<file path="config.mk">
export PLATFORM = sky130hd
export DESIGN_NAME = bps_cfg
export DESIGN_NICKNAME = d
export VERILOG_FILES = /design/src/rtl/bps_pkg.sv /design/src/rtl/bps_cfg.sv
export SDC_FILE = /design/constraint.sdc
export NUM_CORES = 1
export LEC_CHECK = 0
export BUFFER_PORTS_ARGS = -buffer_cell sky130_fd_sc_hd__buf_4
export CAP_MARGIN = 25
export CELL_PAD_IN_SITES_DETAIL_PLACEMENT = 0
export CELL_PAD_IN_SITES_GLOBAL_PLACEMENT = 1
export CORE_ASPECT_RATIO = 1.4
export CORE_UTILIZATION = 38
export DETAILED_ROUTE_END_ITERATION = 10
export GPL_ROUTABILITY_DRIVEN = 0
export PLACE_DENSITY = 0.91
export SETUP_SLACK_MARGIN = 0.5
export SKIP_LAST_GASP = 1
export SLEW_MARGIN = 10
export SYNTH_ARGS = -nofsm -noshare
export SYNTH_HDL_FRONTEND = slang
export SYNTH_SLANG_ARGS = --single-unit
</file>
<file path="constraint.sdc">
create_clock -name clk -period 1.1 [get_ports clk]
set_input_delay 0.055 -clock clk [delete_from_list [all_inputs] [get_ports clk]]
set_output_delay 0.055 -clock clk [all_outputs]
set_load 0.005 [all_outputs]
</file>
<file path="src/rtl/bps_pkg.sv">
package bps_pkg;

  // Fixed field widths and the fraction scaling.
  localparam int FRAC_BITS = 16;
  localparam int FRAC_W    = 16;
  localparam int COORD_W   = 32;
  localparam int SIDE_W    = 32;

  // Placement datapath widths.
  localparam int PROD_W = FRAC_W + SIDE_W;
  localparam int PSUM_W = PROD_W + 2;

  // Face selection datapath widths.
  localparam int AREA_W = 2 * SIDE_W;
  localparam int P_W    = AREA_W + 1;
  localparam int Q_W    = AREA_W + 2;
  localparam int S2_W   = AREA_W + 2;
  localparam int S4_W   = AREA_W + 3;
  localparam int TH_W   = AREA_W + 3;
  localparam int QL_W   = (Q_W + 1) / 2;
  localparam int QH_W   = Q_W - QL_W;
  localparam int PL_W   = FRAC_W + QL_W;
  localparam int PH_W   = FRAC_W + QH_W;
  localparam int PICK_W = FRAC_W + Q_W + 1;
  localparam int THS_W  = TH_W + FRAC_BITS;
  localparam int CMP_W  = ((PICK_W > THS_W) ? PICK_W : THS_W) + 1;

  localparam int NSTAGE = 8;
  localparam int NFACE  = 6;
  localparam int IDX_W  = 3;

  localparam logic [COORD_W-1:0] SAT_MAX = {1'b0, {(COORD_W - 1){1'b1}}};

  typedef enum logic [2:0] {
    FACE_MIN_Z  = 3'd0,
    FACE_MAX_Z  = 3'd1,
    FACE_MIN_Y  = 3'd2,
    FACE_MAX_Y  = 3'd3,
    FACE_MIN_X  = 3'd4,
    FACE_MAX_X  = 3'd5,
    FACE_VOLUME = 3'd6
  } face_t;

  typedef enum logic [IDX_W-1:0] {
    REG_LOW_X  = 3'd0,
    REG_LOW_Y  = 3'd1,
    REG_LOW_Z  = 3'd2,
    REG_HIGH_X = 3'd3,
    REG_HIGH_Y = 3'd4,
    REG_HIGH_Z = 3'd5,
    REG_MODE   = 3'd6
  } reg_idx_t;

  typedef logic [NSTAGE-1:0] stage_en_t;

  typedef struct packed {
    logic signed [COORD_W-1:0] low_x;
    logic signed [COORD_W-1:0] low_y;
    logic signed [COORD_W-1:0] low_z;
    logic signed [COORD_W-1:0] high_x;
    logic signed [COORD_W-1:0] high_y;
    logic signed [COORD_W-1:0] high_z;
    logic                      surface_mode;
  } cfg_t;

  // Length of one box side; an inverted or empty side counts as zero.
  function automatic logic [SIDE_W-1:0] side_of(input logic [COORD_W-1:0] lo,
                                                input logic [COORD_W-1:0] hi);
    logic [COORD_W:0] d;
    d = {hi[COORD_W-1], hi} - {lo[COORD_W-1], lo};
    return (d[COORD_W] || (d == '0)) ? '0 : d[SIDE_W-1:0];
  endfunction

endpackage

</file>
<file path="src/rtl/bps_cfg.sv">
module bps_cfg
  import bps_pkg::*;
(
  input  logic               clk,
  input  logic               rst_n,
  input  logic               cfg_valid,
  output logic               cfg_ready,
  input  logic [IDX_W-1:0]   cfg_index,
  input  logic [COORD_W-1:0] cfg_data,
  output cfg_t               cfg
);

  cfg_t cfg_r;

  assign cfg_ready = 1'b1;
  assign cfg       = cfg_r;

  always_ff @(posedge clk) begin
    if (!rst_n) begin
      cfg_r.low_x        <= '0;
      cfg_r.low_y        <= '0;
      cfg_r.low_z        <= '0;
      cfg_r.high_x       <= COORD_W'(32'sd65536);
      cfg_r.high_y       <= COORD_W'(32'sd65536);
      cfg_r.high_z       <= COORD_W'(32'sd65536);
      cfg_r.surface_mode <= 1'b0;
    end else if (cfg_valid && cfg_ready) begin
      unique case (reg_idx_t'(cfg_index))
        REG_LOW_X:  cfg_r.low_x        <= cfg_data;
        REG_LOW_Y:  cfg_r.low_y        <= cfg_data;
        REG_LOW_Z:  cfg_r.low_z        <= cfg_data;
        REG_HIGH_X: cfg_r.high_x       <= cfg_data;
        REG_HIGH_Y: cfg_r.high_y       <= cfg_data;
        REG_HIGH_Z: cfg_r.high_z       <= cfg_data;
        REG_MODE:   cfg_r.surface_mode <= cfg_data[0];
        default: begin
        end
      endcase
    end
  end

endmodule

</file>
==> results.md <==
* Placed cell area at 9180 um2
* Clock power share at 40.0%
* Failing checks: negative hold slack
* DRC at 0
* Post-Syn Instances at about 670
* Hold depth at 3
* Worst path arrival time at 880 ps
* R2R setup slack at approximately 320 ps
* Total CTS buffers at 17
* Max Root-Sink Buffers at 2
* Die outline area at roughly 19,000 um2
* Core box area at 18,100 um2
* Startpoint types: register
* Sw power at 3.37 mW
* Area growth from synthesis to layout at 65.0%
* Syn_nets at 706
* Finished Layout Cells at 1,204
* Min cycle time layout at 936 ps
* Fin area at 11,600 um2
* Vias after detailed routing at a little under 6,000
* CTS tree: yes
* Final HPWL DP at 13,200 um
* WL/cell at 19.2 um
* Int Power at 11.1 mW
* Placed cell count at 1,117
* Vias in the first global route at around 5,500
* Xor-xnor portion of the synthesized cell area at 0%
* Maximum vdd drop at 0.000909 V
* Final worst-path cycle share at between 80% and 90%
* Post-Synth Adder-Cell Area at 0%
* Req. time, crit path at between 1000 and 1500 ps
* Rows at 58
* First-pass GRT wire length at 32,100 um
* DR pass1 iterations at 5
* Max FFs per register at 193
* R2R depth at 4
* Post-synth EDFFs at 0
* Quantity of I/O buffers inserted on ports at 230
* Iter 0 DRT Violations at 278
* Crit path cell chain: buf_6
* Pins Over Slew Limit at 0
* Mapped cell area at 7040 um2
* Largest net degree at the start of global routing at 44
* Power density over the cells at 1250 nW/um2
* Top cell type's share of synthesized area at 54.9%
* Clk_skew at 0 ps
* Max incr delay on CP at around 360 ps
* Die Span Y at 163 um
* Seq/Total Area, Yosys at 54.9%
* Max Cap Viol at 0
* Leak at 5.57 nW
* CTS sink count at 193
* Setup CP Type: register to output port
* Highest-delay cell along the critical path: dfxtp_2
* Sw frac at 23.3%
* Mean Syn Cell Area at 10.5 um2
* Antenna Cells at 0
* Dpl ws at -61.0 ps
* Proportion of layout cells with a drive suffix above 1 at between 50% and 60%
* H-tree level count at 4
* Final Hold Viols at 21
* CP Depth at 1
* Share of total power in sequential cells at approximately half
* Fraction of the mapped netlist area in simple logic gates at 13.4%
* CP endpoint kind: output port
* Status: finished with violations
* Combinational share of power at 9.7%
* Final WS setup at 164 ps
* Yosys warns at 0
* Top fanout value on the critical path at 2
* Main flop type after synthesis: dfxtp_1
* GR Overflow Total at 0
* Post-DRT Antenna Nets at 0
* Fmax at 1070 MHz
* Antenna violations before repair at 0
* Final WL at 23,100 um
* Main combinational cell family by area after synthesis: multiplexers
* Clk_lat worst skew at around 420 ps
* Vias per cell at approximately 4.9
* Cell variety after synth at 14
* WP buf/inv at 1
* Post-synthesis mux area share at 27.5%
* Yosys top cell by area: dfxtp_1
* Hold Crit Class: input port to register
* Synth top area cells: dfxtp_1, mux2i_1, nand2_1
* Synth Area in Compound Gates at 0%
* Initial core utilization at 38.9%
* Clk Tree Root Cell: clkbuf_16
* Die width at 117 um
* Synth cell count leaders: nand2_1, dfxtp_1, mux2i_1
* Clock-pin slew on the worst setup and hold paths at 70 ps
* Filler cells at 1,326
* CP top delay family: flip-flops
* Yosys reg bits at 193
* Hold WS at -66.9 ps
* # IOs at 232
* Nets at 991
* RSZ-0062 raised after global routing: yes
* Post-synth ARST share at 0%
* Top-count cell post-synth: nand2_1
* Endpoints failing setup at 0
* GRT Total Usage at 23.0%
==> stage by stage <==
step	power [mW]	hold slack (ps)	util [%]	TNS, ps
CTS	14.5	-84.0	62.4	0
floorplan	7.92	234	-	0
global route	14.9	-76.9	64.2	0
detailed placement	8.47	362	50.8	-1060
global placement	8.46	349	50.8	0
finish	14.5	-66.9	64.2	0
==> area by class of cell <==
| type | instances | area, um2 | share of cell area [%] |
|---|---|---|---|
| tap | 240 | 300 | 2.59 |
| timing repair buffer | 314 | 3700 | 31.9 |
| clock inverter | 8 | 82.6 | 0.711 |
| sequential | 193 | 4110 | 35.4 |
| multi-input combinational | 427 | 2960 | 25.5 |
| clock buffer | 22 | 454 | 3.91 |
==> worst paths after layout <==
path | startpoint | endpoint
setup / recovery | cfg[192]$_SDFFE_PN0P_ | cfg[192]
hold reg to reg | cfg[168]$_SDFFE_PN0P_ | cfg[168]$_SDFFE_PN0P_
setup reg to reg | cfg[137]$_SDFFE_PN0P_ | cfg[137]$_SDFFE_PN0P_
hold / removal | rst_n | cfg[32]$_SDFFE_PN0P_
==> cells in the final DEF, fill, tap and decap left out <==
master,netlist,final
and4bb_4,0,1
buf_12,0,18
buf_16,0,7
buf_4,13,59
buf_6,7,220
buf_8,0,2
bufinv_16,0,1
clkbuf_1,18,4
clkbuf_16,0,25
clkbuf_8,0,1
clkinv_2,0,2
clkinv_4,0,2
clkinvlp_4,0,1
conb_1,1,1
dfxtp_2,0,193
inv_6,0,2
mux2i_1,193,189
mux2i_2,0,4
nand2_1,222,211
nand2_2,0,10
nand2_4,0,1
nand4b_1,3,3
nand4bb_4,0,2
nor2b_1,4,4
nor4b_4,1,1
==> tightest hold or removal path, stage by stage <==
cell and delay [ps]:
buf_6 140, nand2_1 70, mux2i_1 60
==> power by group through the flow <==
stage,registers [mW],clock network [mW],logic [mW]
after global placement,7.38,0,1.08
after CTS,7.28,5.87,1.34
after global routing,7.29,6.16,1.49
final,7.28,5.79,1.40
after floorplan,7.39,0,0.529
after detailed placement,7.38,0,1.09
==> metal layers <==
layer | GRT usage [%] | routed length (um) | up-vias
met3 | 4.61 | 1080 | 49
li1 | - | - | 2780
met2 | 40.2 | 12000 | 203
met5 | 0 | 0 | -
met1 | 26.8 | 9160 | 2812
met4 | 10.3 | 841 | 0
==> cells by family (layout without fill, tap and decap cells) <==
logic type	count (synthesis)	after routing
buffers and inverters	48	344
DFF	193	193
muxes	193	193
other	1	1
and+or+nand+nor	233	233
==> timing repair <==
item	in CTS	in global routing
gates resized for setup	414	33
cloned	11	5
pin swaps	0	2
hold endpoints to repair	23	21
setup buffers	22	19
endpoints found under the setup margin	268	385
(Power assumes the default switching activity.)
