===== config.mk =====
export PLATFORM = sky130hd
export DESIGN_NAME = bps_place
export DESIGN_NICKNAME = d
export VERILOG_FILES = /design/src/rtl/bps_pkg.sv /design/src/rtl/bps_place.sv
export SDC_FILE = /design/constraint.sdc
export NUM_CORES = 1
export LEC_CHECK = 0
export BUFFER_PORTS_ARGS = -buffer_cell sky130_fd_sc_hd__buf_4
export CAP_MARGIN = 20
export CORE_ASPECT_RATIO = 0.75
export CORE_UTILIZATION = 42
export DETAILED_ROUTE_END_ITERATION = 10
export HOLD_SLACK_MARGIN = 0.02
export MAX_ROUTING_LAYER = met4
export PLACE_DENSITY = 0.63
export SKIP_LAST_GASP = 1
export SLEW_MARGIN = 0
export SYNTH_ARGS = -nofsm -noshare
export SYNTH_HDL_FRONTEND = slang
export SYNTH_SLANG_ARGS = --single-unit

===== constraint.sdc =====
create_clock -name clk -period 10.4 [get_ports clk]
set_clock_uncertainty 0.2 [all_clocks]
set_input_delay 2.08 -clock clk [delete_from_list [all_inputs] [get_ports clk]]
set_output_delay 2.08 -clock clk [all_outputs]
set_load 0.02 [all_outputs]

===== src/rtl/bps_pkg.sv =====
package bps_pkg;

  // Fixed field widths and the fraction scaling.
  localparam int FRAC_BITS = 16;
  localparam int FRAC_W    = 16;
  localparam int COORD_W   = 32;
  localparam int SIDE_W    = 32;

  // Placement datapath widths.
  localparam int PROD_W = FRAC_W + SIDE_W;
  localparam int PSUM_W = PROD_W + 2;

  // Face selection datapath widths.
  localparam int AREA_W = 2 * SIDE_W;
  localparam int P_W    = AREA_W + 1;
  localparam int Q_W    = AREA_W + 2;
  localparam int S2_W   = AREA_W + 2;
  localparam int S4_W   = AREA_W + 3;
  localparam int TH_W   = AREA_W + 3;
  localparam int QL_W   = (Q_W + 1) / 2;
  localparam int QH_W   = Q_W - QL_W;
  localparam int PL_W   = FRAC_W + QL_W;
  localparam int PH_W   = FRAC_W + QH_W;
  localparam int PICK_W = FRAC_W + Q_W + 1;
  localparam int THS_W  = TH_W + FRAC_BITS;
  localparam int CMP_W  = ((PICK_W > THS_W) ? PICK_W : THS_W) + 1;

  localparam int NSTAGE = 8;
  localparam int NFACE  = 6;
  localparam int IDX_W  = 3;

  localparam logic [COORD_W-1:0] SAT_MAX = {1'b0, {(COORD_W - 1){1'b1}}};

  typedef enum logic [2:0] {
    FACE_MIN_Z  = 3'd0,
    FACE_MAX_Z  = 3'd1,
    FACE_MIN_Y  = 3'd2,
    FACE_MAX_Y  = 3'd3,
    FACE_MIN_X  = 3'd4,
    FACE_MAX_X  = 3'd5,
    FACE_VOLUME = 3'd6
  } face_t;

  typedef enum logic [IDX_W-1:0] {
    REG_LOW_X  = 3'd0,
    REG_LOW_Y  = 3'd1,
    REG_LOW_Z  = 3'd2,
    REG_HIGH_X = 3'd3,
    REG_HIGH_Y = 3'd4,
    REG_HIGH_Z = 3'd5,
    REG_MODE   = 3'd6
  } reg_idx_t;

  typedef logic [NSTAGE-1:0] stage_en_t;

  typedef struct packed {
    logic signed [COORD_W-1:0] low_x;
    logic signed [COORD_W-1:0] low_y;
    logic signed [COORD_W-1:0] low_z;
    logic signed [COORD_W-1:0] high_x;
    logic signed [COORD_W-1:0] high_y;
    logic signed [COORD_W-1:0] high_z;
    logic                      surface_mode;
  } cfg_t;

  // Length of one box side; an inverted or empty side counts as zero.
  function automatic logic [SIDE_W-1:0] side_of(input logic [COORD_W-1:0] lo,
                                                input logic [COORD_W-1:0] hi);
    logic [COORD_W:0] d;
    d = {hi[COORD_W-1], hi} - {lo[COORD_W-1], lo};
    return (d[COORD_W] || (d == '0)) ? '0 : d[SIDE_W-1:0];
  endfunction

endpackage


===== src/rtl/bps_place.sv =====
module bps_place
  import bps_pkg::*;
(
  input  logic               clk,
  input  stage_en_t          stage_en,
  input  logic [FRAC_W-1:0]  frac,
  input  logic [SIDE_W-1:0]  side,
  input  logic [COORD_W-1:0] low,
  output logic [COORD_W-1:0] coord
);

  logic [PROD_W-1:0]  prod_r;
  logic [COORD_W-1:0] res_r [2:NSTAGE-2];
  logic [PROD_W-1:0]  off;
  logic [PSUM_W-1:0]  sum;
  logic               ovf;

  // Offset along the side, added to the low corner; only the top can overflow.
  always_comb begin
    off = prod_r >> FRAC_BITS;
    sum = {{(PSUM_W - COORD_W){low[COORD_W-1]}}, low} + {2'b00, off};
    ovf = !sum[PSUM_W-1] && (|sum[PSUM_W-2:COORD_W-1]);
  end

  always_ff @(posedge clk) begin
    if (stage_en[1]) begin
      prod_r <= PROD_W'(frac) * PROD_W'(side);
    end
    if (stage_en[2]) begin
      res_r[2] <= ovf ? SAT_MAX : sum[COORD_W-1:0];
    end
  end

  for (genvar s = 3; s <= NSTAGE - 2; s++) begin : g_carry
    always_ff @(posedge clk) begin
      if (stage_en[s]) begin
        res_r[s] <= res_r[s-1];
      end
    end
  end

  assign coord = res_r[NSTAGE-2];

endmodule


==> results of run 1 <==
logic make-up (layout without fill, tap and decap cells):
group                    count (synthesis)  in the layout  share of synthesized area, %
AO/OA/AOI/OAI                          203            203                          5.94
XOR/XNOR                                58             58                          2.14
adder cells (fa/ha/maj)                568            568                          43.1
buffers and inverters                  595            618                          10.0
flip-flops                             192            192                          24.3
multiplexers                             1              1                        0.0421
AND/OR/NAND/NOR                        702            702                          14.5
metal layers:
layer  up-vias  share of wire (%)  GRT usage (%)
met1      8061                 46           28.7
met3        59                6.0           2.83
met5         -                  0              -
met4         0                1.5           3.80
met2       490                 46           31.0
li1       7161                  -              -
state kept, by name (all words and copies together) (netlist names):
register and flops:
res_r 160, prod_r 32
synthesized netlist by cell type, drive strengths merged (8+ instances only):
cell type  number  area (um^2)
fa            418         8370
and2          222         1390
nand4           9         56.3
a21o           46          345
a21oi          53          273
nand2b         31          194
xor2           28          245
nand2         330         1240
ha            150         1880
inv           467         1750
a31oi          10         68.8
o211ai          8         70.1
xnor2          30          263
nor2           42          158
nand3          24          120
buf            41          298
edfxtp        192         5770
o21ai          27          139
and3           12         75.1
clkbuf         87          327
nor3           10         50.1
worst register-to-register path, stage by stage, from the launching register on:
cell and delay [ps]:
edfxtp_1 430, ha_1 240, inv_1 80, fa_1 170, nand2b_1 150, a21oi_1 130, o41a_1 370, a211oi_2 490
o21ai_1 250, a2111oi_0 520, o2111ai_1 220, o211ai_2 140, buf_8 210, nand2b_1 140
area by class of cell:
type | count | area share [%]
repair buffers | 119 | 3.52
multi-input cells | 1532 | 61.1
clock buffers | 17 | 1.66
clock inverters | 15 | 0.754
flip-flops and latches | 192 | 22.6
inverters | 467 | 6.86
well taps | 731 | 3.58
cell usage in the layout (no fill, tap or decap), drive strengths merged, types with 10 or more instances in the layout:
master,netlist,layout
a21oi,53,53
and2,222,222
a31oi,10,10
xnor2,30,30
nand2b,31,31
edfxtp,192,192
a21o,46,46
nand2,330,330
fa,418,418
xor2,28,28
nand3,24,24
and3,12,12
clkbuf,87,17
inv,467,475
ha,150,150
nor2,42,42
buf,41,119
nor3,10,10
o21ai,27,27
through the flow:
stage	setup WS, ps	utilization, %	cell area (um^2)	std cells	hold WS [ps]
2_1_floorplan	2310	-	23700	2319	200
3_3_place_gp	1400	44.6	24900	3040	201
3_5_place_dp	1360	44.6	24900	3040	205
4_1_cts	1790	45.7	25500	3072	216
5_1_grt	1360	45.7	25600	3073	218
6_report	1760	45.7	25600	3073	215
worst paths after layout:
check,start,to,slack [ps],cells past startpoint
max,frac[1],prod_r[46]$_DFFE_PP_,1760,20
min,res_r[0][100]$_DFFE_PP_,res_r[0][132]$_DFFE_PP_,220,0
max reg2reg,prod_r[16]$_DFFE_PP_,res_r[0][78]$_SDFFCE_PP1P_,6530,13
min reg2reg,res_r[0][100]$_DFFE_PP_,res_r[0][132]$_DFFE_PP_,220,0
==> metrics.txt, run 1 <==
Post-Synthesis Cell Area 0.0237 mm^2; Final setup viols 0; PostCTS Resize Cnt 0; DRC errors left 0; Post-CTS Setup Bufs 0; Unique masters post-synth 66; worst-margin pin slew 712 ps; RSZ-0062 raised after global routing no; Max clock buf depth 2; H-tree depth 4; dominant synthesized flop cell edfxtp_1; number of synthesized flops with an enable pin ~190; final wirelength between 50 and 60 mm; Seq cells post-synth 192; core area around 0.056 mm^2; Maximum Capacitance Violations 0; chip width between 200 and 300 um; ant diodes 0; # IOs 121; Initial DRC Count about 1000; CTS Buf Count 17; Total GRT Usage 20.2%; RD Place Congestion 0.889; Hold Path Class register to register; final period utilization between 80 and 90%; initial antenna violation count 1; Antenna Nets Post-Route 0; Worst slew margin 51.8%; Startpoint Class input pin; drt pass-1 iters 5; filler instances 5257; first-pass GRT wire length 89.2 mm; largest net degree at the start of global routing 33; clk sinks ~190; Starting Density between 40% and 50%; Critical Path AT 8700 ps; Row Count 75; fmax 116 MHz; cells after synthesis 2319; Crit-path slowest cell fa_1; CTS Root Cell clkbuf_16; Crit path required time 10460 ps; crit-path most repeated cell fa_1; minimum clock period 8640 ps; Slew Viols, Final 0; post-synthesis sequential area ratio roughly 24%; vias 15771; crit end category register; TritonCTS clock tree yes; Cell Chain, Critical Path buf_4, nand2_1, fa_1, fa_1, fa_1, inv_1, fa_1, fa_1, inv_1, fa_1, inv_1, ha_1, nand4_1, or3_1, o31ai_1, o31a_1, o21ai_2, o21ai_0, a31oi_1, a221oi_1; Multi-input gate area between 0.015 and 0.02 mm^2; final hold violations 0; cts-stage hold buffer count 0; routed len/inst 17.5 um; Crit Path Class input pin to register; WP buf/inv 4; Post-Syn Area per Cell 10.2 um^2; chip height 208 um; crit-path leading delay family adder cells; IO Port Bufs approximately 120; post-DR vias/cell 5.13; Fin Setup TNS 0 ps; hpwl dp 42.2 mm; slowest cell delay on critical path 540 ps; Max FO, Critical Path 32; Area Overhead vs Synth 7.62%; Post-Syn Nets 2976; outcome completed; YS warnings 0; sequential cell area 0.00577 mm^2; fin nets ~3000; die area between 0.05 and 0.06 mm^2; Clk Latency, worst-skew pair between 400 and 500 ps; Async SR Flop Fraction 0%; GRT overflow 0; clock-pin slew on the worst setup and hold paths 70 ps; vias in the first global route between 15000 and 20000; share of layout cells above drive strength 1 around 7%
Power of run 1 is not shown: default switching activity piles up to over one toggle a cycle in this logic, so the estimate is an artifact.
==> run 2: changes to the inputs <==
Clock period 10.4 ns to 8.5 ns, I/O delays scaled along.
==> metrics.txt, run 2 (synthesis results as in run 1) <==
outcome completed (unchanged); die area 0.0575 mm^2 (unchanged); clock-pin slew on the worst setup and hold paths 70 ps (about the same); share of layout cells above drive strength 1 7.83% (was 7.09%); max reg flops 160 (unchanged); Fin Setup TNS 0 ps (unchanged); Post-CTS Setup Bufs 0 (unchanged); final period utilization 94.4%; vias in the first global route 16588 (was 17034); largest net degree at the start of global routing 33 (unchanged); CTS Buf Count 17 (unchanged); Worst slew margin 31.7% (was 51.8%); fin nets 3008 (was 2986); DRC errors left 0 (unchanged); Critical Path Sink prod_r[44]$_DFFE_PP_ (was prod_r[46]$_DFFE_PP_); R2R depth 12 (was 13); largest registers res_r (160), prod_r (32) (unchanged); Max FO, Critical Path 16 (was 32); routed len/inst 17.5 um (about the same); chip width 277 um (unchanged); clk sinks 192 (unchanged); TritonCTS clock tree yes (unchanged); reg-to-reg setup timing slack 4350 ps (was 6530 ps); CP Depth 21 (was 20); CTS Root Cell clkbuf_16 (unchanged); initial antenna violation count 0 (was 1); Critical Path Start frac[2] (was frac[1]); Final setup viols 0 (unchanged); worst-margin pin slew 1020 ps (was 712 ps); Hold Path Class register to register (unchanged); first-pass GRT wire length 87.5 mm (was 89.2 mm); Final Util 46.0% (was 45.7%); # IOs 121 (unchanged); Antenna Nets Post-Route 0 (unchanged); RD Place Congestion 0.902 (was 0.889); minimum clock period approximately 8000 ps; RSZ-0062 raised after global routing no (unchanged); crit end category register (unchanged); Cell Chain, Critical Path buf_4, buf_4, nand2_1, fa_1, fa_1, fa_1, inv_1, fa_1, fa_1, inv_1, fa_1, inv_1, ha_1, a21o_1, a21oi_1, o2bb2ai_1, o31a_1, o211ai_1, a21oi_1, or4b_1, nand3_1 (was buf_4, nand2_1, fa_1, fa_1, fa_1, inv_1, fa_1, fa_1, inv_1, fa_1, inv_1, ha_1, nand4_1, or3_1, o31ai_1, o31a_1, o21ai_2, o21ai_0, a31oi_1, a221oi_1); FF-to-FF Start prod_r[16]$_DFFE_PP_ (unchanged); crit-path most repeated cell fa_1 (unchanged); slowest cell delay on critical path 540 ps (about the same); PostCTS Resize Cnt 0 (unchanged); capture point of the worst reg-to-reg path res_r[0][95]$_SDFFCE_PP0P_ (was res_r[0][78]$_SDFFCE_PP1P_); hpwl dp 44.1 mm (was 42.2 mm); cts-stage hold buffer count 0 (unchanged); Starting Density 42.5% (unchanged); chip height 208 um (unchanged); Hold Worst Slack 215 ps (about the same); crit-path leading delay family adder cells (unchanged); drt pass-1 iters 5 (unchanged); most frequent cells in the layout inv_1, fa_1, nand2_1 (unchanged); GRT overflow 0 (unchanged); Critical Path AT 8120 ps (was 8700 ps); Startpoint Class input pin (unchanged); filler instances 5270 (was 5257); Area Overhead vs Synth 8.27% (was 7.62%); IO Port Bufs 118 (unchanged); Crit Path Class input pin to register (unchanged); vias 15796 (was 15771); final wirelength 54.1 mm (was 53.7 mm); post-DR vias/cell 5.10 (was 5.13); Initial DRC Count 924 (was 997); ant diodes 0 (unchanged); Slew Viols, Final 0 (unchanged); Crit path required time 8600 ps (was 10460 ps); final hold violations 0 (unchanged); fmax 125 MHz; commonest non-fill, non-tap cell in the layout inv_1 (unchanged); Total GRT Usage 19.9% (was 20.2%); WP buf/inv 5 (was 4); Row Count 75 (unchanged); Max clock buf depth 2 (unchanged); H-tree depth 4 (unchanged); Maximum Capacitance Violations 0 (unchanged); core area 0.0559 mm^2 (unchanged); Clk Latency, worst-skew pair 430 ps (was 440 ps); Largest Register res_r (unchanged); Crit-path slowest cell fa_1 (unchanged)
## run 2: cell types whose count changed in the layout (fill, tap and decap cells not counted)
cell | previous run | this run
buf_4 | 118 | 140
clkinv_1 | 0 | 3
inv_6 | 5 | 3
buf_12 | 0 | 1
buf_8 | 1 | 0
clkinv_2 | 1 | 0
clkinvlp_4 | 0 | 1
inv_8 | 3 | 2
## run 2: routing by layer
metal	vias up	global-route usage (%)	wire length, um
met5	-	-	0
met4	0	3.99	830
met3	51	4.47	3900
met2	447	30.6	24700
met1	8101	27.2	24600
li1	7197	-	-
## run 2: how the worst min path moves through the flow
stage                                    start                       to  depth (start not counted)
floorplan           res_r[0][68]$_SDFFCE_PP1P_  res_r[0][100]$_DFFE_PP_                          0
global placement       res_r[0][140]$_DFFE_PP_  res_r[0][172]$_DFFE_PP_                          0
detailed placement  res_r[0][70]$_SDFFCE_PP1P_  res_r[0][102]$_DFFE_PP_                          0
CTS                    res_r[0][186]$_DFFE_PP_  res_r[0][218]$_DFFE_PP_                          0
global route        res_r[0][72]$_SDFFCE_PP1P_  res_r[0][104]$_DFFE_PP_                          0
finish              res_r[0][87]$_SDFFCE_PP1P_  res_r[0][119]$_DFFE_PP_                          0
## run 2: cell type report
type | instances | area (um^2) | area share, %
repair buffers | 141 | 1070 | 4.17
multi-input cells | 1532 | 15600 | 60.7
inverters | 467 | 1750 | 6.82
clock inverters | 15 | 178 | 0.691
well taps | 731 | 915 | 3.56
flip-flops and latches | 192 | 5770 | 22.4
clock buffers | 17 | 425 | 1.65
## run 2: stage by stage
step,instance area [um^2],cells,setup WS (ps)
5_1_grt,25700,3095,223
3_5_place_dp,25100,3063,113
6_report,25700,3095,475
2_1_floorplan,23700,2319,790
4_1_cts,25700,3095,543
3_3_place_gp,25100,3063,201
Power of run 2 is left out for the same reason.
==> run 3: changes to the inputs <==
Settings changed: BUFFER_PORTS_ARGS -buffer_cell sky130_fd_sc_hd__buf_4 to not set, DONT_BUFFER_PORTS set to 1, PLACE_DENSITY 0.63 to 0.61.
==> metrics.txt, run 3 (synthesis results as in run 1) <==
routed len/inst 18.2 um (was 17.5 um); initial antenna violation count 2 (was 0); Cell Chain, Critical Path and2_1, fa_1, inv_1, fa_1, fa_1, inv_1, fa_1, fa_1, inv_1, fa_1, inv_1, ha_1, a21o_1, a21o_1, a21oi_1, o2bb2ai_1, nor2_1, a31oi_2, a2111oi_1, o31ai_1, xor2_1 (was buf_4, buf_4, nand2_1, fa_1, fa_1, fa_1, inv_1, fa_1, fa_1, inv_1, fa_1, inv_1, ha_1, a21o_1, a21oi_1, o2bb2ai_1, o31a_1, o211ai_1, a21oi_1, or4b_1, nand3_1); commonest non-fill, non-tap cell in the layout inv_1 (unchanged); share of layout cells above drive strength 1 2.16% (was 7.83%); minimum clock period 7820 ps (was 8020 ps); outcome completed (unchanged); # IOs 121 (unchanged); Post-CTS Setup Bufs 0 (unchanged); hpwl dp 42.1 mm (was 44.1 mm); Antenna Nets Post-Route 0 (unchanged); Final setup viols 0 (unchanged); IO Port Bufs 0 (was 118); final hold violations 0 (unchanged); crit-path most repeated cell fa_1 (unchanged); Multi-input gate area 0.0156 mm^2 (unchanged); Largest Register res_r (unchanged); Initial DRC Count 973 (was 924); clock-pin slew on the worst setup and hold paths 70 ps (about the same); Crit path required time 8470 ps (was 8600 ps); Area Overhead vs Synth 3.92% (was 8.27%); most frequent cells in the layout inv_1, fa_1, nand2_1 (unchanged); chip height 208 um (unchanged); largest net degree at the start of global routing 33 (unchanged); max reg flops 160 (unchanged); filler instances 5277 (was 5270); first-pass GRT wire length 87.3 mm (was 87.5 mm); Max clock buf depth 2 (unchanged); slowest cell delay on critical path 630 ps (was 540 ps); Fin Setup TNS 0 ps (unchanged); Starting Density 42.5% (unchanged); Worst slew margin 31.8% (was 31.7%); fmax 128 MHz (was 125 MHz); core area 0.0559 mm^2 (unchanged); Row Count 75 (unchanged); TritonCTS clock tree yes (unchanged); H-tree depth 4 (unchanged); chip width 277 um (unchanged); CTS Buf Count 17 (unchanged); Hold Path Class register to register (unchanged); RSZ-0062 raised after global routing no (unchanged); DRC errors left 0 (unchanged); GRT overflow 0 (unchanged); Crit Path Class input pin to register (unchanged); clk sinks 192 (unchanged); largest registers res_r (160), prod_r (32) (unchanged); Crit-path slowest cell a2111oi_1 (was fa_1); RD Place Congestion 0.911 (was 0.902); die area 0.0575 mm^2 (unchanged); Max FO, Critical Path 16 (unchanged); Total GRT Usage 19.9% (about the same); Clk Latency, worst-skew pair 440 ps (was 430 ps); fin nets 2869 (was 3008); final wirelength 53.8 mm (was 54.1 mm); crit end category register (unchanged); final period utilization 92.1% (was 94.4%); cts-stage hold buffer count 0 (unchanged); Startpoint Class input pin (unchanged); sequential cell area 0.00577 mm^2 (unchanged); drt pass-1 iters 7 (was 5); PostCTS Resize Cnt 0 (unchanged); vias 15362 (was 15796); worst-margin pin slew 1020 ps (about the same); Maximum Capacitance Violations 0 (unchanged); Critical Path AT 7800 ps (was 8120 ps); vias in the first global route 16340 (was 16588); Slew Viols, Final 0 (unchanged); post-DR vias/cell 5.20 (was 5.10); CTS Root Cell clkbuf_16 (unchanged)
## run 3: cell types whose count changed in the layout (fill, tap and decap cells not counted)
cell / before / now
inv_8: 2 / 3
clkinv_8: 2 / 3
buf_12: 1 / 0
clkinv_1: 3 / 1
buf_4: 140 / 2
clkinv_4: 2 / 3
diode_2: 0 / 1
inv_6: 3 / 2
## run 3: area by class of cell
class / instances / area share [%]
flip-flops and latches: 192 / 23.4
inverters: 467 / 7.10
well taps: 731 / 3.71
clock inverters: 15 / 0.801
repair buffers: 2 / 0.0608
diodes: 1 / 0.0101
multi-input cells: 1532 / 63.2
clock buffers: 17 / 1.72
## run 3: path summary, 6_finish.rpt
path	from	endpoint	slack, ps	cells after the start
worst min register to register	res_r[0][185]$_DFFE_PP_	res_r[0][217]$_DFFE_PP_	210	0
worst min-delay path	res_r[0][185]$_DFFE_PP_	res_r[0][217]$_DFFE_PP_	210	0
worst max-delay path	side[12]	prod_r[33]$_DFFE_PP_	680	21
worst max register to register	prod_r[16]$_DFFE_PP_	res_r[0][95]$_SDFFCE_PP0P_	4310	12
## run 3: critical path, delay by kind of cell
kind	cells	cell delay, ps
fa+ha+maj	7	3440
compound gates	7	1730
simple gates	2	520
buf+inv	4	230
xor+xnor	1	170
## run 3: metrics by stage
stage               utilization [%]  setup WS (ps)  hold slack (ps)  std cells  area (um^2)
floorplan                         -            790              200       2319        23700
global placement               43.0            368              204       2924        24100
detailed placement             43.0            269              205       2924        24100
CTS                            44.1            693              212       2956        24700
global route                   44.1            405              214       2956        24700
finish                         44.1            676              212       2957        24700
## run 3: routing by layer
layer | wire, um | track usage, % | part of all wire, %
met5 | 0 | - | 0
met3 | 3740 | 4.15 | 7.0
met2 | 25100 | 30.7 | 47
met4 | 705 | 4.03 | 1.3
met1 | 24200 | 27.3 | 45
Power of run 3 is left out for the same reason.
